<file path="config.mk">
export PLATFORM = sky130hd
export DESIGN_NAME = hhcc_front
export DESIGN_NICKNAME = d
export VERILOG_FILES = /design/src/rtl/hhcc_pkg.sv /design/src/rtl/hhcc_front.sv
export SDC_FILE = /design/constraint.sdc
export NUM_CORES = 1
export LEC_CHECK = 0
export ABC_AREA = 0
export BUFFER_PORTS_ARGS = -buffer_cell sky130_fd_sc_hd__buf_4
export CORE_MARGIN = 1
export CORE_UTILIZATION = 44
export DETAILED_ROUTE_END_ITERATION = 10
export PLACE_DENSITY = 0.8
export SETUP_SLACK_MARGIN = 0.1
export SYNTH_ARGS = -nofsm -noshare
export SYNTH_HDL_FRONTEND = slang
export SYNTH_SLANG_ARGS = --single-unit
</file>
<file path="constraint.sdc">
create_clock -name vclk -period 6.65
set_input_delay 1.33 -clock vclk [all_inputs]
set_output_delay 1.33 -clock vclk [all_outputs]
set_load 0.02 [all_outputs]
</file>
<file path="src/rtl/hhcc_pkg.sv">
`timescale 1ns / 1ps
// ----------------------------------------------------------------------------
// hhcc_pkg: shared types and constants of the hodoscope hit coincidence counter
// Request and result payloads, the classified operation between front and
// back end, the register set and the fixed detector geometry.
// ----------------------------------------------------------------------------
package hhcc_pkg;

	// Width of a segment or tile index inside the block
	localparam int IDX_W = 6;

	// Depths of the operation queue and of the result queue
	localparam int MID_DEPTH = 4;
	localparam int OUT_DEPTH = 4;

	// Geometry in units of 1/16 mm: pitch 14 mm, offset 10 mm
	localparam int PITCH16  = 224;
	localparam int OFFSET16 = 160;
	// pitch = 7 << 5; floor(v / 7) = (v * 293) >> 11 for v < 224
	localparam int PITCH_SHIFT = 5;
	localparam logic [8:0] DIV7_MUL = 9'd293;
	localparam int DIV7_SHIFT = 11;

	// Tiles that take part in the coincidence flags
	localparam int TILE_PAIR_LO_A = 20;
	localparam int TILE_PAIR_LO_B = 21;
	localparam int TILE_PAIR_HI_A = 22;
	localparam int TILE_PAIR_HI_B = 23;
	localparam int TILE_EDGE_LAST = 5;

	// Register indexes (byte address 4 * index)
	localparam logic [1:0] REG_SEGMENT_LOW  = 2'd0;
	localparam logic [1:0] REG_SEGMENT_HIGH = 2'd1;
	localparam logic [1:0] REG_BEAM_THRESH  = 2'd2;
	localparam logic [1:0] REG_TILE_THRESH  = 2'd3;

	localparam logic [3:0]  RST_SEGMENT_LOW  = 4'd4;
	localparam logic [3:0]  RST_SEGMENT_HIGH = 4'd10;
	localparam logic [15:0] RST_BEAM_THRESH  = 16'd100;
	localparam logic [15:0] RST_TILE_THRESH  = 16'd200;

	// Operation codes from the front end
	typedef logic [1:0] op_kind_t;
	localparam op_kind_t OP_NONE = 2'd0;
	localparam op_kind_t OP_SEG  = 2'd1;
	localparam op_kind_t OP_TILE = 2'd2;

	typedef struct packed {
		logic               detector;
		logic signed [19:0] x_position;
		logic [5:0]         tile_number;
		logic [15:0]        energy_kev;
		logic               hit_present;
		logic               event_last;
	} hit_t;

	typedef struct packed {
		logic        event_selected;
		logic        multiplicity_two;
		logic        pair_twenty;
		logic        pair_twentytwo;
		logic        edge_single;
		logic [5:0]  tile_multiplicity;
		logic [31:0] count_selected;
		logic [31:0] count_multiplicity;
		logic [31:0] count_pair_low;
		logic [31:0] count_pair_high;
		logic [31:0] count_edge;
	} result_t;

	typedef struct packed {
		op_kind_t         kind;
		logic [IDX_W-1:0] index;
		logic [15:0]      energy;
		logic             last;
	} op_t;

	typedef struct packed {
		logic [3:0]  segment_low;
		logic [3:0]  segment_high;
		logic [15:0] beam_threshold_kev;
		logic [15:0] tile_threshold_kev;
	} cfg_t;

	function automatic logic one_of_four(input logic [3:0] v);
		logic r;
		case (v)
			4'b0001, 4'b0010, 4'b0100, 4'b1000: r = 1'b1;
			default: r = 1'b0;
		endcase
		return r;
	endfunction

endpackage

</file>
<file path="src/rtl/hhcc_front.sv">
`timescale 1ns / 1ps
// ----------------------------------------------------------------------------
// hhcc_front: hit classifier
// Maps a beam-counter position to its segment and checks a tile number,
// turning each request into an accumulate operation or a no-op.
// ----------------------------------------------------------------------------
module hhcc_front #(
	parameter int SEGMENT_COUNT = 15,
	parameter int TILE_COUNT    = 34
) (
	input  hhcc_pkg::hit_t hit,
	output hhcc_pkg::op_t  op
);
	import hhcc_pkg::*;

	localparam int HALF16 = SEGMENT_COUNT * (PITCH16 / 2) + OFFSET16;
	localparam int SPAN16 = SEGMENT_COUNT * PITCH16;

	logic [20:0] pos;
	logic        pos_ok;
	logic [7:0]  coarse;
	logic [16:0] prod;
	logic        tile_ok;

	// Shift the span so that its first segment starts at zero
	assign pos    = {hit.x_position[19], hit.x_position} + 21'(HALF16);
	assign pos_ok = !pos[20] && (pos[19:0] < 20'(SPAN16));
	// Divide by the pitch: drop the power of two, then divide by seven
	assign coarse = pos[PITCH_SHIFT+7:PITCH_SHIFT];
	assign prod   = 17'(coarse) * 17'(DIV7_MUL);
	assign tile_ok = (7'(hit.tile_number) < 7'(TILE_COUNT));

	always_comb begin
		op.energy = hit.energy_kev;
		op.last   = hit.event_last;
		op.kind   = OP_NONE;
		op.index  = IDX_W'(hit.tile_number);
		if (hit.hit_present) begin
			if (!hit.detector) begin
				op.index = IDX_W'(prod[DIV7_SHIFT+4:DIV7_SHIFT]);
				if (pos_ok) op.kind = OP_SEG;
			end else if (tile_ok) begin
				op.kind = OP_TILE;
			end
		end
	end

endmodule

</file>
==> metrics <==
first-pass GRT wire length=4690 um; Unique masters post-synth=43; initial DRC count=49; Lkg Pwr=0.872 nW; die width=57.4 um; total chip power=0.331 mW; Hold Crit Class=input port to output port; crit start category=input port; cts hold-fix bufs=0; post-synthesis area per instance=8.33 um2; Critical Path RT=5320 ps; Antenna Diode Count=0; core area=2830 um2; Post-Syn Nets=246; Global Route Usage Sum=17.5%; I/O Buffers=32; outcome=finished, violations left; Core Rows=19; post-route ant nets=0; hold_sp=hit[0]; GPL Wtd Cong=0.775; Slew Viols, Final=0; hold path depth=0; final hold violations=0; failing checks=DRC, setup timing; final hold slack=2660 ps; layout clock buffer count=0; synth warn=0; CP endpoint kind=output port; gr ovfl total=0; Die Height=57.4 um; CP startpoint=hit[29]; FF+latch area=0 um2; Die Area=3290 um2; Final Cycle Share=101%; final net count=282; most frequent cells in the layout=buf_4 (49), ha_1 (28), inv_1 (12); Max Fclk=149 MHz; dpl cells=223; relative slew slack=66.9%; Data arrival, critical path=5360 ps; DP HPWL=2230 um; Final WS setup=-43.4 ps; share of cells above drive strength 1=41.3%; most common cell after layout, fill and taps aside=buf_4; setup TNS=-43.4 ps; Synth-to-Final Area Change=32.7%; Seq/Total Area, Yosys=0%; Vias/cell=5.33; Post-Route Utilization=63.3%; largest net degree at the start of global routing=13; Layout Cells excl Fill=227; DRC violations left=12; Pwr Density=185 nW/um2; CP max FO=3; Slew @ Worst Pin=492 ps; RSZ-0062 raised after global routing=true; Setup CP Type=input port to output port; VDD IR max=0.000139 V; Routed wire per std cell=12.4 um; Initial Util=47.7%; Post-Syn Instances=162; crit path time final=6690 ps; drt first pass iters=7; max cap viols=0; io pins=70; final WL=2820 um; Mapped Area=1350 um2; Seq Cell Count=0; vias in the first global route=1,162; final setup violation count=1; initial antenna violation count=0; via count=1,209
-- cell type report --
class | instances | area, um2
Tap cell | 31 | 38.8
Inverter | 17 | 68.8
Multi-Input combinational cell | 127 | 1280
Timing Repair Buffer | 52 | 405
Fill cell | 245 | 1040
-- what timing repair did --
action,in CTS,in global routing
setup buffers,3,2
resized for setup,25,6
pin swaps,18,9
setup endpoints to repair,5,5
-- cells by family after synthesis --
family,Yosys count,share of synthesized area (%)
adder cells (fa/ha/maj),39,38.4
AND/OR/NAND/NOR,43,18.2
XOR/XNOR,20,14.6
buffers and inverters,35,14.5
AO/OA/AOI/OAI,25,14.4
-- metrics by stage --
| step | worst slack (ps) | area, um2 |
|---|---|---|
| 6_report | -43.4 | 1790 |
| 5_1_grt | -177 | 1790 |
| 4_1_cts | -92.1 | 1740 |
| 3_5_place_dp | -206 | 1630 |
| 3_3_place_gp | -146 | 1630 |
| 2_1_floorplan | 93.4 | 1360 |
-- where the power goes --
part	leakage [nW]	total [mW]	internal (mW)	switching, mW
clock	0	0	0	0
sequential	0	0	0	0
combinational	0.872	0.331	0.162	0.169
-- routing by layer --
metal / vias up / routed length, um / global-route usage [%]
met2: 20 / 1610 / 35.4
met5: - / 0 / 0
li1: 632 / - / -
met1: 555 / 1090 / 20.4
met3: 2 / 99 / 1.13
met4: 0 / 23 / 1.74
-- synth_stat cells, types with 2 or more instances --
master | number | area (um2)
o21ai_0 | 7 | 35.0
nor3_1 | 6 | 30.0
inv_1 | 16 | 60.1
buf_4 | 17 | 128
fa_1 | 4 | 80.1
nand2_1 | 9 | 33.8
nand4_1 | 5 | 31.3
nand3_1 | 2 | 10.0
nor2_1 | 5 | 18.8
a21oi_1 | 4 | 20.0
xor2_1 | 9 | 78.8
and2_1 | 2 | 12.5
and3b_1 | 2 | 17.5
and3_1 | 2 | 12.5
ha_1 | 35 | 438
xnor2_1 | 9 | 78.8
a31oi_1 | 2 | 12.5
-- worst max-delay path, stage by stage --
cell and delay (ps):
buf_8 100, inv_4 50, ha_4 120, and3b_2 220, o31a_1 320, xor2_1 170, ha_2 210, xor2_1 160
ha_2 330, inv_2 30, fa_1 490, inv_2 50, ha_4 260, ha_4 190, a21oi_2 170, o21ai_2 80
a211oi_2 320, o221ai_2 140, or4_4 430, nand3_2 80, buf_6 110
-- final timing paths --
path	slack, ps	to
max	-40	op[21]
min	2660	op[0]
Note: power is estimated with default switching activity, not from simulation.
