<file path="config.mk">
export PLATFORM = sky130hd
export DESIGN_NAME = hhcc_fifo
export DESIGN_NICKNAME = d
export VERILOG_FILES = /design/src/rtl/hhcc_fifo.sv
export SDC_FILE = /design/constraint.sdc
export NUM_CORES = 1
export LEC_CHECK = 0
export BUFFER_PORTS_ARGS = -buffer_cell sky130_fd_sc_hd__buf_4
export CORE_UTILIZATION = 35
export DETAILED_ROUTE_END_ITERATION = 12
export SYNTH_ARGS = -nofsm -noshare
export SYNTH_HDL_FRONTEND = slang
export SYNTH_SLANG_ARGS = --single-unit
</file>
<file path="constraint.sdc">
create_clock -name clk -period 2.4 [get_ports clk]
set_input_delay 0.12 -clock clk [delete_from_list [all_inputs] [get_ports clk]]
set_output_delay 0.12 -clock clk [all_outputs]
set_load 0.01 [all_outputs]
</file>
<file path="src/rtl/hhcc_fifo.sv">
`timescale 1ns / 1ps
// ----------------------------------------------------------------------------
// hhcc_fifo: small register queue
// First-in first-out queue with the head entry shown on rdata while not empty.
// ----------------------------------------------------------------------------
module hhcc_fifo #(
	parameter int WIDTH = 8,
	parameter int DEPTH = 4
) (
	input  logic                           clk,
	input  logic                           arst_n,
	input  logic                           push,
	input  logic [WIDTH-1:0]               wdata,
	output logic                           full,
	input  logic                           pop,
	output logic [WIDTH-1:0]               rdata,
	output logic                           empty,
	output logic [$clog2(DEPTH+1)-1:0]     count
);
	localparam int PTR_W = (DEPTH > 1) ? $clog2(DEPTH) : 1;
	localparam int CNT_W = $clog2(DEPTH+1);

	logic [WIDTH-1:0] mem_q [DEPTH];
	logic [PTR_W-1:0] wr_ptr_q, rd_ptr_q;
	logic [CNT_W-1:0] count_q;
	logic             do_push, do_pop;

	assign full    = (count_q == CNT_W'(DEPTH));
	assign empty   = (count_q == '0);
	assign count   = count_q;
	assign rdata   = mem_q[rd_ptr_q];
	assign do_push = push && !full;
	assign do_pop  = pop && !empty;

	function automatic logic [PTR_W-1:0] next_ptr(input logic [PTR_W-1:0] p);
		return (p == PTR_W'(DEPTH-1)) ? '0 : p + PTR_W'(1);
	endfunction

	always_ff @(posedge clk or negedge arst_n) begin
		if (!arst_n) begin
			wr_ptr_q <= '0;
			rd_ptr_q <= '0;
			count_q  <= '0;
		end else begin
			if (do_push) wr_ptr_q <= next_ptr(wr_ptr_q);
			if (do_pop) rd_ptr_q <= next_ptr(rd_ptr_q);
			if (do_push && !do_pop) count_q <= count_q + CNT_W'(1);
			else if (do_pop && !do_push) count_q <= count_q - CNT_W'(1);
		end
	end

	always_ff @(posedge clk) begin
		if (do_push) mem_q[wr_ptr_q] <= wdata;
	end

endmodule

</file>
==> impl_metrics.ini, run 1 <==
[synthesis]
syn_inst = 79
synth_seq_cells = 39
syn_area_um2 = 1620
synth-seq-area-share = 0.702
post_synth.cell_area_avg_um2 = 20.5
yosysWarningCount = 0
yosysUniqueCellTypes = 19
synth_nets = 98

[grt]
grt_usage = 0.123
grt_start_max_net_pins = 13
antenna_found_initial = 0
grt_pass1_wl_um = 4280
grt_pass1_vias = 823
gr-total-overflow = 0

[worst_hold_path]
hold_path.class = in -> reg
whs_path_depth = 1

[worst_setup_path]
r2r_cells = 8
worstPathArrival_ps = 2330
critPathRequiredTime_ps = 2610
rrSetupSlack_ps = 280
cp_max_fo = 5
crit_path_start_kind = flop
crit_type = reg -> reg
endpoint_kind = flop

[layout]
nNetsFinal = 129
insertedDiodeCount = 0
stdcell_count = 163
layout_commonest_cell = edfxtp_1
layout_common_cells = 32 x edfxtp_1, 25 x buf_4, 8 x mux4_2, 7 x dfrtp_1, 6 x ha_1
area_delta_synth_final_pct = 22.4
drive_gt1_frac = 0.432

[detailed_routing]
drt-total-wl_um = 2580
antenna_left = 0
remaining_drc_errors = 0
dr.first_iter.drc_count = 53
vias = 771
via_per_inst = 4.73
wl_per_cell_um = 15.8
dr.pass1.iters = 4

[status]
status = finished, final reports clean

[cts]
clk_pin_slew_ps = 70
cts_buffers = 5
cts_hold_buf = 1
cts-root-buf = clkbuf_8
cts_max_level = 2
cts_setup_buffers = 0
cts_sinks = 39
clock_path_buffers = 2
clk_latency_ps = 290
ctsResizeCount = 0
cts_tree = yes

[floorplanning]
die_h_um = 70.0
pin_count = 25
dieArea_um2 = 4900
rows = 24
die_x_um = 70.0
core_area_um2 = 4380
start_util = 0.369

[placed_design]
dp_cells = 154
place_hpwl_um = 1700
gp_congestion = 0.735
io_buffers = 24

[sta]
clock_skew_ps = 6.71
fmax_mhz = 472
min_period_ps = 2120
hold_ws_ps = 31.4
hold_viol = 0
worst_pin_slew_ps = 632
slew_viol_final = 0
setup_viol = 0
finalSetupTns_ps = 0
finalCritPeriodShare = 0.882
grt_setup_unrepaired = false
max_slew_margin = 0.579

[flow_run]
maxCapViolCount = 0

[power]
powerDensity_nw_per_um2 = 1230
irDropWorstVdd_uv = 525
p_leak_nw = 0.762
sequential cells by signal, indices dropped and copies added (netlist names):
name      flops
mem_q        32
wr_ptr_q      2
rd_ptr_q      2
count         3
worst max-delay path, cell delays in order, from the launching register on:
cell and delay [ps]:
dfrtp_1 470, nor3_1 330, nand2b_4 220, ha_1 180, inv_1 60, fa_1 380, xor2_1 150, nor2_1 110
xor2_1 150
metal layers:
metal	part of all wire	global-route usage
met2	0.49	0.182
met5	0	0
met1	0.43	0.149
met3	0.048	0.0534
met4	0.034	0.0756
path summary, 6_finish.rpt:
kind	start	end
setup / recovery	count[0]$_DFFE_PN0P_	count[2]$_DFFE_PN0P_
hold / removal	wdata[3]	mem_q[0][3]$_DFFE_PP_
setup reg to reg	count[0]$_DFFE_PN0P_	count[2]$_DFFE_PN0P_
hold reg to reg	count[2]$_DFFE_PN0P_	count[2]$_DFFE_PN0P_
max in group asynchronous	arst_n	wr_ptr_q[0]$_DFFE_PN0P_
min in group asynchronous	arst_n	rd_ptr_q[1]$_DFFE_PN0P_
report_power, final:
part | switching (mW) | total (mW) | internal, mW
Sequential | 0.173 | 1.09 | 0.916
Combinational | 0.335 | 0.836 | 0.501
Clock | 0.213 | 0.517 | 0.304
Total | 0.721 | 2.44 | 1.72
cells in the mapped netlist (all sizes together):
cell,number,share of area
and2,3,0.012
buf,1,0.0031
clkbuf,1,0.0023
dfrtp,7,0.11
edfxtp,32,0.59
fa,1,0.012
ha,6,0.046
inv,3,0.0070
mux2,5,0.044
mux4,8,0.11
nand2,1,0.0023
nand2b,1,0.0085
nor2,4,0.0093
nor2b,1,0.0085
nor3,1,0.0031
nor3b,1,0.012
xnor2,1,0.0054
xor2,2,0.011
final cells by class:
class / count / area [µm²]
multi-input cells: 35 / 462
clock inverters: 3 / 38.8
fillers: 382 / 2400
flip-flops and latches: 39 / 1140
repair buffers: 26 / 198
well taps: 52 / 65.1
inverters: 3 / 11.3
clock buffers: 5 / 68.8
through the flow:
stage          total power, mW  utilization  setup slack, ps  instance area [µm²]
2_1_floorplan             1.62            -              270                 1620
3_3_place_gp              1.93        0.425              449                 1860
3_5_place_dp              1.96        0.425              325                 1860
4_1_cts                   2.49        0.451              309                 1980
5_1_grt                   2.60        0.451              138                 1980
6_report                  2.44        0.451              283                 1980
cell families after synthesis:
group	synth area share
mux	0.155
buf+inv	0.0124
simple gates	0.0549
xor+xnor	0.0162
flops	0.702
fa+ha+maj	0.0588
No activity file was read; power rests on OpenSTA's default activity.
==> run 2, diff against run 1 <==
- BUFFER_PORTS_ARGS: -buffer_cell sky130_fd_sc_hd__buf_4 -> not set
- DONT_BUFFER_PORTS: not set -> 1
==> run 2 against run 1 <==
Net effect:
- final cell count decreased by 9.2%
- sequential share of layout area increased by 3.7 points
- clock-buffer cell count increased by 1
- largest cell class unchanged
==> impl_metrics.ini, run 2 (synthesis results as in run 1) <==
[status]
status = finished, final reports clean

[grt]
grt_pass1_wl_um = 3910
gr-total-overflow = 0
grt_start_max_net_pins = 12
antenna_found_initial = 0
grt_usage = 0.112
grt_pass1_vias = 757

[cts]
cts_sinks = 39
clk_pin_slew_ps = 70
cts_tree = yes
clock_path_buffers = 2
cts_buffers = 5
cts_setup_buffers = 0
cts_hold_buf = 9
clk_latency_ps = 280
cts-root-buf = clkbuf_8
ctsResizeCount = 0
cts_max_level = 2

[detailed_routing]
antenna_left = 0
wl_per_cell_um = 16.3
remaining_drc_errors = 0
drt-total-wl_um = 2410
via_per_inst = 4.86
vias = 720
dr.first_iter.drc_count = 36
dr.pass1.iters = 4

[layout]
utilization = 0.424
area_delta_synth_final_pct = 14.9
largest_reg_flops = 32
final_area_um2 = 1860
nNetsFinal = 114
drive_gt1_frac = 0.240
layout_commonest_cell = edfxtp_1
layout_common_cells = 32 x edfxtp_1, 9 x dlygate4sd3_1, 8 x mux4_2, 7 x dfrtp_1, 6 x ha_1
insertedDiodeCount = 0
max_flop_register = mem_q

[floorplanning]
core_area_um2 = 4380
rows = 24
dieArea_um2 = 4900
die_x_um = 70.0
die_h_um = 70.0
pin_count = 25
start_util = 0.369

[sta]
grt_setup_unrepaired = false
hold_viol = 0
finalSetupTns_ps = 0
max_slew_margin = 0.583
slew_viol_final = 0
worst_pin_slew_ps = 626
clock_skew_ps = 3.93
finalCritPeriodShare = 0.864
setup_viol = 0
fmax_mhz = 482
min_period_ps = 2070

[worst_setup_path]
startpoint = count[1]$_DFFE_PN0P_
crit_path_start_kind = flop
rrSetupSlack_ps = 330
worstPathArrival_ps = 2250
crit_type = reg -> reg
timing.rr.start = count[1]$_DFFE_PN0P_
critPathRequiredTime_ps = 2570
cp_max_fo = 6
endpoint_kind = flop

[placed_design]
place_hpwl_um = 1660
gp_congestion = 0.628
place_area_um2 = 1690
io_buffers = 0

[worst_hold_path]
hold_path.class = in -> reg
hold_start = pop

[flow_run]
maxCapViolCount = 0

[power]
irDropWorstVdd_uv = 265
p_leak_nw = 0.669
powerDensity_nw_per_um2 = 1160
==> run 2: cell types whose count changed in the layout (fill, tap and decap cells not counted) <==
cell           before  now
buf_4              25    2
bufinv_16           1    0
clkbuf_1            0    1
clkinv_1            1    2
clkinv_2            1    0
dlygate4sd3_1       1    9
==> run 2: cell type report <==
type	instances	area, µm²
inverter	3	11.3
sequential	39	1140
multi-input combinational	35	462
clock inverter	2	7.51
fill	391	2520
clock buffer	6	72.6
tap	52	65.1
timing repair buffer	11	105
==> run 2: worst paths after layout <==
check | cells after the start | end
worst max-delay path | 6 | count[1]$_DFFE_PN0P_
worst max register to register | 6 | count[1]$_DFFE_PN0P_
min in group asynchronous | 1 | count[2]$_DFFE_PN0P_
worst min register to register | 1 | wr_ptr_q[1]$_DFFE_PN0P_
max in group asynchronous | 1 | rd_ptr_q[1]$_DFFE_PN0P_
worst min-delay path | 2 | rd_ptr_q[1]$_DFFE_PN0P_
==> run 2: report_power, final <==
group          internal [mW]  leakage, nW  switching (mW)
Clock                  0.198       0.0403           0.210
Combinational          0.361        0.253           0.287
Sequential             0.916        0.375           0.186
==> run 2: metrics by stage <==
step,hold WS [ps],instances,power (mW),worst slack [ps]
final,77.3,148,2.16,326
after global routing,78.0,148,2.30,182
after CTS,70.0,148,2.19,311
after detailed placement,-175,131,1.77,296
after global placement,-175,131,1.75,349
after floorplan,-176,79,1.62,270
==> run 2: critical path, stage by stage (launching register included) <==
cell	delay [ps]
dfrtp_1	480
nor3b_4	380
nor2b_4	110
ha_1	240
inv_1	70
fa_1	410
mux2_2	270
==> run 2: per-layer routing <==
| layer | share of wire | GRT usage |
|---|---|---|
| met5 | 0 | 0 |
| met4 | 0.020 | 0.0533 |
| met3 | 0.061 | 0.0519 |
| met2 | 0.51 | 0.172 |
| met1 | 0.41 | 0.134 |
==> run 3, diff against run 2 <==
- PLACE_DENSITY: not set -> 0.51
==> run 3 against run 2 <==
Net effect:
- die area stayed put
- critical path depth stayed put
- hold slack better by 3.8 ps
- largest power group unchanged
- wire length is 1.3% higher
- largest cell class unchanged
- clock-buffer cell count is 1 higher
- worst setup slack worse by 28 ps
- sequential share of layout area hardly changed
- fmax is 1.3% lower
==> impl_metrics.ini, run 3 (synthesis results as in run 1) <==
[status]
status = finished, final reports clean

[cts]
clock_path_buffers = 2
cts_hold_buf = 9
ctsResizeCount = 0
cts-root-buf = clkbuf_8
cts_sinks = 39
cts_setup_buffers = 0
cts_tree = yes
cts_max_level = 2
clk_pin_slew_ps = 70
cts_buffers = 5
clk_latency_ps = 280

[floorplanning]
pin_count = 25
start_util = 0.369
dieArea_um2 = 4900
die_x_um = 70.0
core_area_um2 = 4380
rows = 24
die_h_um = 70.0

[worst_setup_path]
rrSetupSlack_ps = 300
crit_chain = nor3b_4, nor2b_4, ha_1, inv_1, fa_1, mux2_2
worstPathArrival_ps = 2270
critPathRequiredTime_ps = 2570
timing.rr.start = count[1]$_DFFE_PN0P_
max_stage_delay_ps = 480
cp_max_fo = 6
critPathSlowestCell = dfrtp_1
crit_path_start_kind = flop
crit_type = reg -> reg
endpoint_kind = flop
startpoint = count[1]$_DFFE_PN0P_

[layout]
final_area_um2 = 1860
max_flop_register = mem_q
insertedDiodeCount = 0
utilization = 0.424
largest_reg_flops = 32
stdcell_count = 148
nNetsFinal = 114
fill_cells = 400
layout_common_cells = 32 x edfxtp_1, 9 x dlygate4sd3_1, 8 x mux4_2, 7 x dfrtp_1, 6 x ha_1
drive_gt1_frac = 0.250
area_delta_synth_final_pct = 15.0
seq_area_um2 = 1140
layout_commonest_cell = edfxtp_1
multiInputGateArea_um2 = 462

[placed_design]
place_area_um2 = 1690
gp_congestion = 0.701
io_buffers = 0
dp_cells = 131
place_hpwl_um = 1640

[power]
p_comb_frac = 0.302
p_sw_mw = 0.684
p_leak_nw = 0.671
power.share.switching = 0.316
irDropWorstVdd_uv = 466
p_clk_frac = 0.188
powerDensity_nw_per_um2 = 1160
p_int_mw = 1.48
power_frac_seq = 0.509

[grt]
grt_start_max_net_pins = 12
grt_pass1_vias = 757
antenna_found_initial = 0
grt_pass1_wl_um = 3980
gr-total-overflow = 0
grt_usage = 0.113

[detailed_routing]
vias = 698
via_per_inst = 4.72
drt-total-wl_um = 2440
remaining_drc_errors = 0
dr.pass1.iters = 3
dr.first_iter.drc_count = 43
antenna_left = 0
wl_per_cell_um = 16.5

[worst_hold_path]
hold_path.class = in -> reg
hold_start = pop

[sta]
fmax_mhz = 476
max_slew_margin = 0.589
min_period_ps = 2100
hold_viol = 0
grt_setup_unrepaired = false
clock_skew_ps = 4.69
finalCritPeriodShare = 0.876
worst_pin_slew_ps = 617
setup_viol = 0
slew_viol_final = 0
hold_ws_ps = 81.1
finalSetupTns_ps = 0

[flow_run]
maxCapViolCount = 0
run 3: final timing paths:
| path | endpoint | cells past startpoint |
|---|---|---|
| max | count[1]$_DFFE_PN0P_ | 6 |
| min | rd_ptr_q[0]$_DFFE_PN0P_ | 2 |
| max reg2reg | count[1]$_DFFE_PN0P_ | 6 |
| max in group asynchronous | rd_ptr_q[0]$_DFFE_PN0P_ | 1 |
| min in group asynchronous | wr_ptr_q[1]$_DFFE_PN0P_ | 1 |
| min reg2reg | wr_ptr_q[1]$_DFFE_PN0P_ | 1 |
run 3: routing by layer:
| metal | track usage | up-vias | routed length, µm |
|---|---|---|---|
| li1 | - | 333 | - |
| met1 | 0.136 | 345 | 1050 |
| met2 | 0.177 | 15 | 1220 |
| met3 | 0.0462 | 5 | 120 |
| met4 | 0.0533 | 0 | 47 |
| met5 | 0 | - | 0 |
run 3: cell type report:
cell class / count / share of cell area
tap: 52 / 0.0350
sequential: 39 / 0.611
multi-input combinational: 35 / 0.248
inverter: 3 / 0.00605
timing repair buffer: 11 / 0.0565
clock buffer: 7 / 0.0410
clock inverter: 1 / 0.00269
run 3: worst max-delay path: cells and delay by family (launching register included):
family | cells | cell delay, ps
multiplexers | 1 | 270
buffers and inverters | 1 | 70
AND/OR/NAND/NOR | 2 | 500
flip-flops | 1 | 480
adder cells (fa/ha/maj) | 2 | 660
run 3: stage by stage:
| step | worst slack [ps] | total power [mW] |
|---|---|---|
| final | 297 | 2.17 |
| after global routing | 154 | 2.30 |
| after CTS | 284 | 2.21 |
| after detailed placement | 312 | 1.78 |
| after global placement | 300 | 1.77 |
| after floorplan | 270 | 1.62 |
run 3: power groups by stage:
stage / sequential, mW / combinational, mW / clock, mW
2_1_floorplan: 1.02 / 0.596 / 0
3_3_place_gp: 1.12 / 0.650 / 0
3_5_place_dp: 1.13 / 0.647 / 0
4_1_cts: 1.12 / 0.673 / 0.422
5_1_grt: 1.13 / 0.723 / 0.447
6_report: 1.10 / 0.654 / 0.408
