==> src/rtl/hhcc_pkg.sv <==
`timescale 1ns / 1ps
// ----------------------------------------------------------------------------
// hhcc_pkg: shared types and constants of the hodoscope hit coincidence counter
// Request and result payloads, the classified operation between front and
// back end, the register set and the fixed detector geometry.
// ----------------------------------------------------------------------------
package hhcc_pkg;

	// Width of a segment or tile index inside the block
	localparam int IDX_W = 6;

	// Depths of the operation queue and of the result queue
	localparam int MID_DEPTH = 4;
	localparam int OUT_DEPTH = 4;

	// Geometry in units of 1/16 mm: pitch 14 mm, offset 10 mm
	localparam int PITCH16  = 224;
	localparam int OFFSET16 = 160;
	// pitch = 7 << 5; floor(v / 7) = (v * 293) >> 11 for v < 224
	localparam int PITCH_SHIFT = 5;
	localparam logic [8:0] DIV7_MUL = 9'd293;
	localparam int DIV7_SHIFT = 11;

	// Tiles that take part in the coincidence flags
	localparam int TILE_PAIR_LO_A = 20;
	localparam int TILE_PAIR_LO_B = 21;
	localparam int TILE_PAIR_HI_A = 22;
	localparam int TILE_PAIR_HI_B = 23;
	localparam int TILE_EDGE_LAST = 5;

	// Register indexes (byte address 4 * index)
	localparam logic [1:0] REG_SEGMENT_LOW  = 2'd0;
	localparam logic [1:0] REG_SEGMENT_HIGH = 2'd1;
	localparam logic [1:0] REG_BEAM_THRESH  = 2'd2;
	localparam logic [1:0] REG_TILE_THRESH  = 2'd3;

	localparam logic [3:0]  RST_SEGMENT_LOW  = 4'd4;
	localparam logic [3:0]  RST_SEGMENT_HIGH = 4'd10;
	localparam logic [15:0] RST_BEAM_THRESH  = 16'd100;
	localparam logic [15:0] RST_TILE_THRESH  = 16'd200;

	// Operation codes from the front end
	typedef logic [1:0] op_kind_t;
	localparam op_kind_t OP_NONE = 2'd0;
	localparam op_kind_t OP_SEG  = 2'd1;
	localparam op_kind_t OP_TILE = 2'd2;

	typedef struct packed {
		logic               detector;
		logic signed [19:0] x_position;
		logic [5:0]         tile_number;
		logic [15:0]        energy_kev;
		logic               hit_present;
		logic               event_last;
	} hit_t;

	typedef struct packed {
		logic        event_selected;
		logic        multiplicity_two;
		logic        pair_twenty;
		logic        pair_twentytwo;
		logic        edge_single;
		logic [5:0]  tile_multiplicity;
		logic [31:0] count_selected;
		logic [31:0] count_multiplicity;
		logic [31:0] count_pair_low;
		logic [31:0] count_pair_high;
		logic [31:0] count_edge;
	} result_t;

	typedef struct packed {
		op_kind_t         kind;
		logic [IDX_W-1:0] index;
		logic [15:0]      energy;
		logic             last;
	} op_t;

	typedef struct packed {
		logic [3:0]  segment_low;
		logic [3:0]  segment_high;
		logic [15:0] beam_threshold_kev;
		logic [15:0] tile_threshold_kev;
	} cfg_t;

	function automatic logic one_of_four(input logic [3:0] v);
		logic r;
		case (v)
			4'b0001, 4'b0010, 4'b0100, 4'b1000: r = 1'b1;
			default: r = 1'b0;
		endcase
		return r;
	endfunction

endpackage

==> src/rtl/hhcc_back.sv <==
`timescale 1ns / 1ps
// ----------------------------------------------------------------------------
// hhcc_back: energy sums, event evaluation and counters
// Accumulates hit energies, compares all sums at event end, forms the event
// flags and multiplicity and updates the saturating event counters.
// ----------------------------------------------------------------------------
module hhcc_back #(
	parameter int SEGMENT_COUNT = 15,
	parameter int TILE_COUNT    = 34,
	parameter int COUNTER_WIDTH = 32,
	parameter int ENERGY_WIDTH  = 16,
	parameter int OUT_CNT_W     = 3
) (
	input  logic                  clk,
	input  logic                  arst_n,
	input  hhcc_pkg::cfg_t        cfg,
	input  hhcc_pkg::op_t         op,
	input  logic                  op_empty,
	output logic                  op_pop,
	input  logic [OUT_CNT_W-1:0]  out_count,
	output logic                  res_push,
	output hhcc_pkg::result_t     res
);
	import hhcc_pkg::*;

	localparam int ADD_W  = ((ENERGY_WIDTH > 16) ? ENERGY_WIDTH : 16) + 1;
	localparam int CMP_W  = ADD_W - 1;
	localparam int MULT_W = $clog2(TILE_COUNT + 1);
	localparam int CR_W   = OUT_CNT_W + 1;
	localparam logic [ENERGY_WIDTH-1:0] EMAX = '1;

	localparam int CNT_SEL  = 0;
	localparam int CNT_MULT = 1;
	localparam int CNT_P20  = 2;
	localparam int CNT_P22  = 3;
	localparam int CNT_EDGE = 4;
	localparam int NCNT     = 5;

	logic take, take_last, credit_ok;
	logic [SEGMENT_COUNT-1:0] seg_ok, seg_in_range;
	logic [TILE_COUNT-1:0]    tile_ok;

	logic                     eval_s1;
	logic [SEGMENT_COUNT-1:0] seg_ok_s1;
	logic [TILE_COUNT-1:0]    tile_ok_s1;

	logic                     eval_s2;
	logic [NCNT-1:0]          flags_s2;
	logic [MULT_W-1:0]        mult_s2;

	logic [NCNT-1:0]          flags;
	logic [MULT_W-1:0]        mult;
	logic                     selected;

	logic [COUNTER_WIDTH-1:0] cnt_q    [NCNT];
	logic [COUNTER_WIDTH-1:0] cnt_next [NCNT];

	// Hold an event end until the result queue has room for every result in flight
	assign credit_ok = (CR_W'(out_count) + CR_W'(eval_s1) + CR_W'(eval_s2)) < CR_W'(OUT_DEPTH);
	assign op_pop    = !op_empty && (!op.last || credit_ok);
	assign take      = op_pop;
	assign take_last = take && op.last;

	for (genvar gi = 0; gi < SEGMENT_COUNT; gi++) begin : g_seg
		logic [ENERGY_WIDTH-1:0] sum_q, upd, cur;
		logic [ADD_W-1:0]        add;
		logic                    hit_here;

		assign hit_here = take && (op.kind == OP_SEG) && (op.index == IDX_W'(gi));
		assign add      = ADD_W'(sum_q) + ADD_W'(op.energy);
		assign upd      = (add > ADD_W'(EMAX)) ? EMAX : add[ENERGY_WIDTH-1:0];
		assign cur      = hit_here ? upd : sum_q;
		assign seg_ok[gi] = (CMP_W'(cur) >= CMP_W'(cfg.beam_threshold_kev));
		assign seg_in_range[gi] = (5'(cfg.segment_low) <= 5'(gi))
			&& (5'(gi) <= 5'(cfg.segment_high));

		always_ff @(posedge clk or negedge arst_n) begin
			if (!arst_n) begin
				sum_q <= '0;
			end else if (take_last) begin
				sum_q <= '0;
			end else if (hit_here) begin
				sum_q <= upd;
			end
		end
	end

	for (genvar gt = 0; gt < TILE_COUNT; gt++) begin : g_tile
		logic [ENERGY_WIDTH-1:0] sum_q, upd, cur;
		logic [ADD_W-1:0]        add;
		logic                    hit_here;

		assign hit_here = take && (op.kind == OP_TILE) && (op.index == IDX_W'(gt));
		assign add      = ADD_W'(sum_q) + ADD_W'(op.energy);
		assign upd      = (add > ADD_W'(EMAX)) ? EMAX : add[ENERGY_WIDTH-1:0];
		assign cur      = hit_here ? upd : sum_q;
		assign tile_ok[gt] = (CMP_W'(cur) >= CMP_W'(cfg.tile_threshold_kev));

		always_ff @(posedge clk or negedge arst_n) begin
			if (!arst_n) begin
				sum_q <= '0;
			end else if (take_last) begin
				sum_q <= '0;
			end else if (hit_here) begin
				sum_q <= upd;
			end
		end
	end

	// Stage 1: valid segments and tiles of the finished event
	always_ff @(posedge clk or negedge arst_n) begin
		if (!arst_n) begin
			eval_s1 <= 1'b0;
			eval_s2 <= 1'b0;
		end else begin
			eval_s1 <= take_last;
			eval_s2 <= eval_s1;
		end
	end

	always_ff @(posedge clk) begin
		if (take_last) begin
			seg_ok_s1  <= seg_ok;
			tile_ok_s1 <= tile_ok;
		end
	end

	// Stage 2: flags and multiplicity
	always_comb begin
		mult = '0;
		for (int i = 0; i < TILE_COUNT; i++) begin
			mult = mult + MULT_W'(tile_ok_s1[i]);
		end
	end

	assign selected = |(seg_ok_s1 & seg_in_range);

	always_comb begin
		flags = '0;
		flags[CNT_SEL]  = selected;
		flags[CNT_MULT] = selected && (mult >= MULT_W'(2));
		flags[CNT_P20]  = selected && tile_ok_s1[TILE_PAIR_LO_A] && tile_ok_s1[TILE_PAIR_LO_B];
		flags[CNT_P22]  = selected && tile_ok_s1[TILE_PAIR_HI_A] && tile_ok_s1[TILE_PAIR_HI_B];
		flags[CNT_EDGE] = selected && (|tile_ok_s1[TILE_EDGE_LAST:0])
			&& one_of_four(tile_ok_s1[TILE_PAIR_HI_B:TILE_PAIR_LO_A]);
	end

	always_ff @(posedge clk) begin
		if (eval_s1) begin
			flags_s2 <= flags;
			mult_s2  <= mult;
		end
	end

	// Stage 3: counter update and result push
	for (genvar gc = 0; gc < NCNT; gc++) begin : g_cnt
		assign cnt_next[gc] = (flags_s2[gc] && (cnt_q[gc] != '1))
			? cnt_q[gc] + COUNTER_WIDTH'(1) : cnt_q[gc];

		always_ff @(posedge clk or negedge arst_n) begin
			if (!arst_n) begin
				cnt_q[gc] <= '0;
			end else if (eval_s2) begin
				cnt_q[gc] <= cnt_next[gc];
			end
		end
	end

	assign res_push = eval_s2;

	always_comb begin
		res.event_selected     = flags_s2[CNT_SEL];
		res.multiplicity_two   = flags_s2[CNT_MULT];
		res.pair_twenty        = flags_s2[CNT_P20];
		res.pair_twentytwo     = flags_s2[CNT_P22];
		res.edge_single        = flags_s2[CNT_EDGE];
		res.tile_multiplicity  = 6'(mult_s2);
		res.count_selected     = 32'(cnt_next[CNT_SEL]);
		res.count_multiplicity = 32'(cnt_next[CNT_MULT]);
		res.count_pair_low     = 32'(cnt_next[CNT_P20]);
		res.count_pair_high    = 32'(cnt_next[CNT_P22]);
		res.count_edge         = 32'(cnt_next[CNT_EDGE]);
	end

endmodule

==> config.mk <==
export PLATFORM = sky130hd
export DESIGN_NAME = hhcc_back
export DESIGN_NICKNAME = d
export VERILOG_FILES = /design/src/rtl/hhcc_pkg.sv /design/src/rtl/hhcc_back.sv
export SDC_FILE = /design/constraint.sdc
export NUM_CORES = 2
export LEC_CHECK = 0
export BUFFER_PORTS_ARGS = -buffer_cell sky130_fd_sc_hd__buf_2
export CAP_MARGIN = 20
export CELL_PAD_IN_SITES_DETAIL_PLACEMENT = 1
export CELL_PAD_IN_SITES_GLOBAL_PLACEMENT = 1
export CORE_ASPECT_RATIO = 2
export CORE_MARGIN = 1.5
export CORE_UTILIZATION = 50
export CTS_BUF_LIST = sky130_fd_sc_hd__clkbuf_4 sky130_fd_sc_hd__clkbuf_8 sky130_fd_sc_hd__clkbuf_16
export DETAILED_ROUTE_END_ITERATION = 10
export GPL_ROUTABILITY_DRIVEN = 1
export PLACE_DENSITY_LB_ADDON = 0.1
export RECOVER_POWER = 100
export SLEW_MARGIN = 20
export SYNTH_ARGS = -nofsm -noshare
export SYNTH_HDL_FRONTEND = slang
export SYNTH_SLANG_ARGS = --single-unit
==> constraint.sdc <==
create_clock -name clk -period 10.5 [get_ports clk]
set_clock_uncertainty 0.2 [all_clocks]
set_input_delay 2.1 -clock clk [delete_from_list [all_inputs] [get_ports clk]]
set_output_delay 2.1 -clock clk [all_outputs]
set_load 0.02 [all_outputs]
==> flow_metrics.tcl <==
set metrics [dict create \
    yosysSeqAreaShare 0.2615 \
    post_cts_buffers 0 \
    hold_path_end "cnt_q[141]$_DFFE_PN0P_" \
    num_vias 90000 \
    clk_latency_ns 0.77 \
    min_from "cnt_q[141]$_DFFE_PN0P_" \
    syn_area_um2 97410 \
    cp_cell_sequence "buf_2 -> ha_1 -> a21o_1 -> a21o_1 -> a21oi_1 -> nand2_4 -> clkbuf_1 -> inv_8 -> clkbuf_2 -> a211oi_1" \
    wirelength_um 351500 \
    cp_max_fo 109 \
    grt.overflow.total 0 \
    hold_buffers 0 \
    core-area_um2 194000 \
    synth_edf_count 60 \
    die_h_um 627.2 \
    vdd_drop_max_v 0.0001372 \
    setup_viol 0 \
    syn_inst 11140 \
    report.final.slew_viol_count 1022 \
    avgRoutedWirePerCell_um 25.12 \
    async_flop_share 0.9404 \
    end_kind "flip-flop" \
    critPathKind "in -> reg" \
    drtIter0Drc 5621 \
    die_area_um2 197600 \
    leakagePower_nw 52.62 \
    status "finished, violations left" \
    clock-root-buffer "clkbuf_16" \
    rsz0062_at_grt "false" \
    synth_most_common_cell "ha_1" \
    antenna_found_initial 9 \
    drc_errors 0 \
    dominantRegCellSynth "dfrtp_1" \
    cp_slowest_cell "clkbuf_1" \
    grt_pass1_wl_um 544100 \
    power_mw 10.58 \
    cts_resized 0 \
    cp_num_buf_inv 4 \
    postLayoutSetupSlackWorst_ns 1.606 \
    areaGrowthSynthToFinish_pct 8.401 \
    slowest_delay_ns 1.93 \
    path_delay_family "buffers and inverters" \
    synth_top_area_cell "dfrtp_1" \
    violations "capacitance limit, slew limit" \
    critPathMostFrequentCell "a21o_1" \
    post-route-util 0.5444 \
    finish.net_count 13080 \
    rr_endpoint "g_tile[18].sum_q[3]$_DFF_PN0_" \
    cp.arrival_ns 9.27 \
    htreeDepth 3 \
    slew_headroom -1.975 \
    ant_nets 0 \
    start_util 0.5022 \
    cp-start-kind "primary input" \
    ioPinCount 244 \
    vias_per_cell 6.433 \
    setup_tns_ns 0 \
    reg2reg_slack_ns 1.74 \
    cap_violations 19 \
    die_w_um 315.1 \
    syn_nets 12870 \
    cts_num_sinks 1006 \
    synth_commonest_cells "1583 x ha_1, 1208 x a21oi_1, 1069 x nor2_1" \
    dp.cells 13780 \
    min_period_ns 8.894 \
    power_per_cell_area_nw_per_um2 100.2 \
    syn_avg_cell_area_um2 8.746 \
    synth_top_area_frac 0.2430 \
    port_buffers 243 \
    gp_congestion 0.8710 \
    rows 229 \
    synth_area_leaders "dfrtp_1 24%, ha_1 20%, a21oi_1 6.2%" \
    grt_pass1_vias 93930 \
    stdcell_count 13990 \
    required_ns 10.88 \
    r2r_cells 9 \
    cts_tree "done" \
    drive_above_1_share 0.05121 \
    hold_viol 0 \
    dp_hpwl_um 239200 \
    clk_pin_slew_ns 0.06 \
    cts_buffer_depth 3 \
    dp_slack_ns 2.294 \
    ys_warn_count 0 \
    drtPass1Iterations 5 \
    hold_class "reg -> reg" \
    hold_depth 1 \
    synth_seq_cells 1006 \
    grt_usage 0.3507 \
    cts_buffers 109 \
    fmax_mhz 112.4 \
    yosysUniqueCellTypes 97 \
    grt_max_degree 191 \
    tightest_slew_ns 4.463 \
    finalCritPeriodShare 0.8471 \
    rr_startpoint "res_push$_DFF_PN0_" \
]
-- metal layers --
layer	wire length (µm)	up-vias	global-route usage
li1	-	41730	-
met1	150900	45230	0.4467
met2	163700	2261	0.5863
met3	17700	773	0.04110
met4	19160	0	0.1685
met5	0	-	0
-- registers in the layout, indices dropped and copies added (netlist names) --
register,flops
cnt_q,160
eval_s1,1
g_tile.sum_q,544
tile_ok_s1,34
seg_ok_s1,15
g_seg.sum_q,240
mult_s2,6
flags_s2,5
res_push,1
-- per-stage QoR --
stage / area (µm²) / hold slack [ns]
2_1_floorplan: 97410 / 0.2732
3_3_place_gp: 102200 / 0.2962
3_5_place_dp: 102200 / 0.3005
4_1_cts: 106000 / 0.3158
5_1_grt: 105600 / 0.3283
6_report: 105600 / 0.3118
-- cell families (layout without fill, tap and decap cells) --
family	after synthesis	count (layout)	share of synthesized area
fa+ha+maj	1658	1658	0.2187
compound gates	3517	3517	0.2386
flops	1006	1006	0.2615
other cells	0	6	0
mux	33	33	0.003519
buf+inv	688	993	0.02791
simple gates	3365	3365	0.1714
xor+xnor	871	871	0.07831
-- layout by cell type, fill, tap and decap left out, drive strengths merged, types with 28 or more instances in the layout --
master   synthesis  layout
a41oi           30      30
nand2          558     558
nor2b          148     148
o221a           29      29
nand2b         166     166
inv            368     358
a311oi         180     180
edfxtp          60      60
o22ai           49      49
and2           403     403
nor3           266     266
fa              75      75
o21bai          44      44
a21o           563     563
clkbuf         232     355
o22a           176     176
ha            1583    1583
dfrtp          946     946
a2111oi         29      29
nor4            34      34
and3           118     118
clkinv           0      46
nand3          185     185
nand4          200     200
o31a            28      28
xnor2          546     546
nor2          1073    1073
or2             41      41
a211oi         265     265
a21oi         1211    1211
or3             65      65
a31oi           86      86
o211ai          89      89
or4             29      29
xor2           325     325
o21ai          432     432
buf             88     220
o21a            83      83
-- layout make-up --
cell class              instances  area (µm²)
inverters                     368        1415
repair buffers                421        2452
clock inverters                50       596.8
clock buffers                 154        3197
diodes                          6       15.01
flip-flops and latches       1006       25470
well taps                    2541        3179
multi-input cells            9444       69270
fillers                     22960       88380
-- worst max path at each step --
stage,start,to,cells after the start
3_5_place_dp,op[2],tile_ok_s1[1]$_DFFE_PP_,21
3_3_place_gp,op[2],tile_ok_s1[1]$_DFFE_PP_,21
5_1_grt,out_count[0],g_tile[3].sum_q[11]$_DFF_PN0_,10
2_1_floorplan,op[2],tile_ok_s1[2]$_DFFE_PP_,20
6_report,out_count[0],g_tile[3].sum_q[15]$_DFF_PN0_,10
4_1_cts,op[2],tile_ok_s1[1]$_DFFE_PP_,21
-- report_power, final --
| part | internal, mW | switching, mW |
|---|---|---|
| clock network | 2.42 | 1.89 |
| logic | 0.691 | 1.47 |
| registers | 4.01 | 0.105 |
Power figures use the tool's default switching activity.
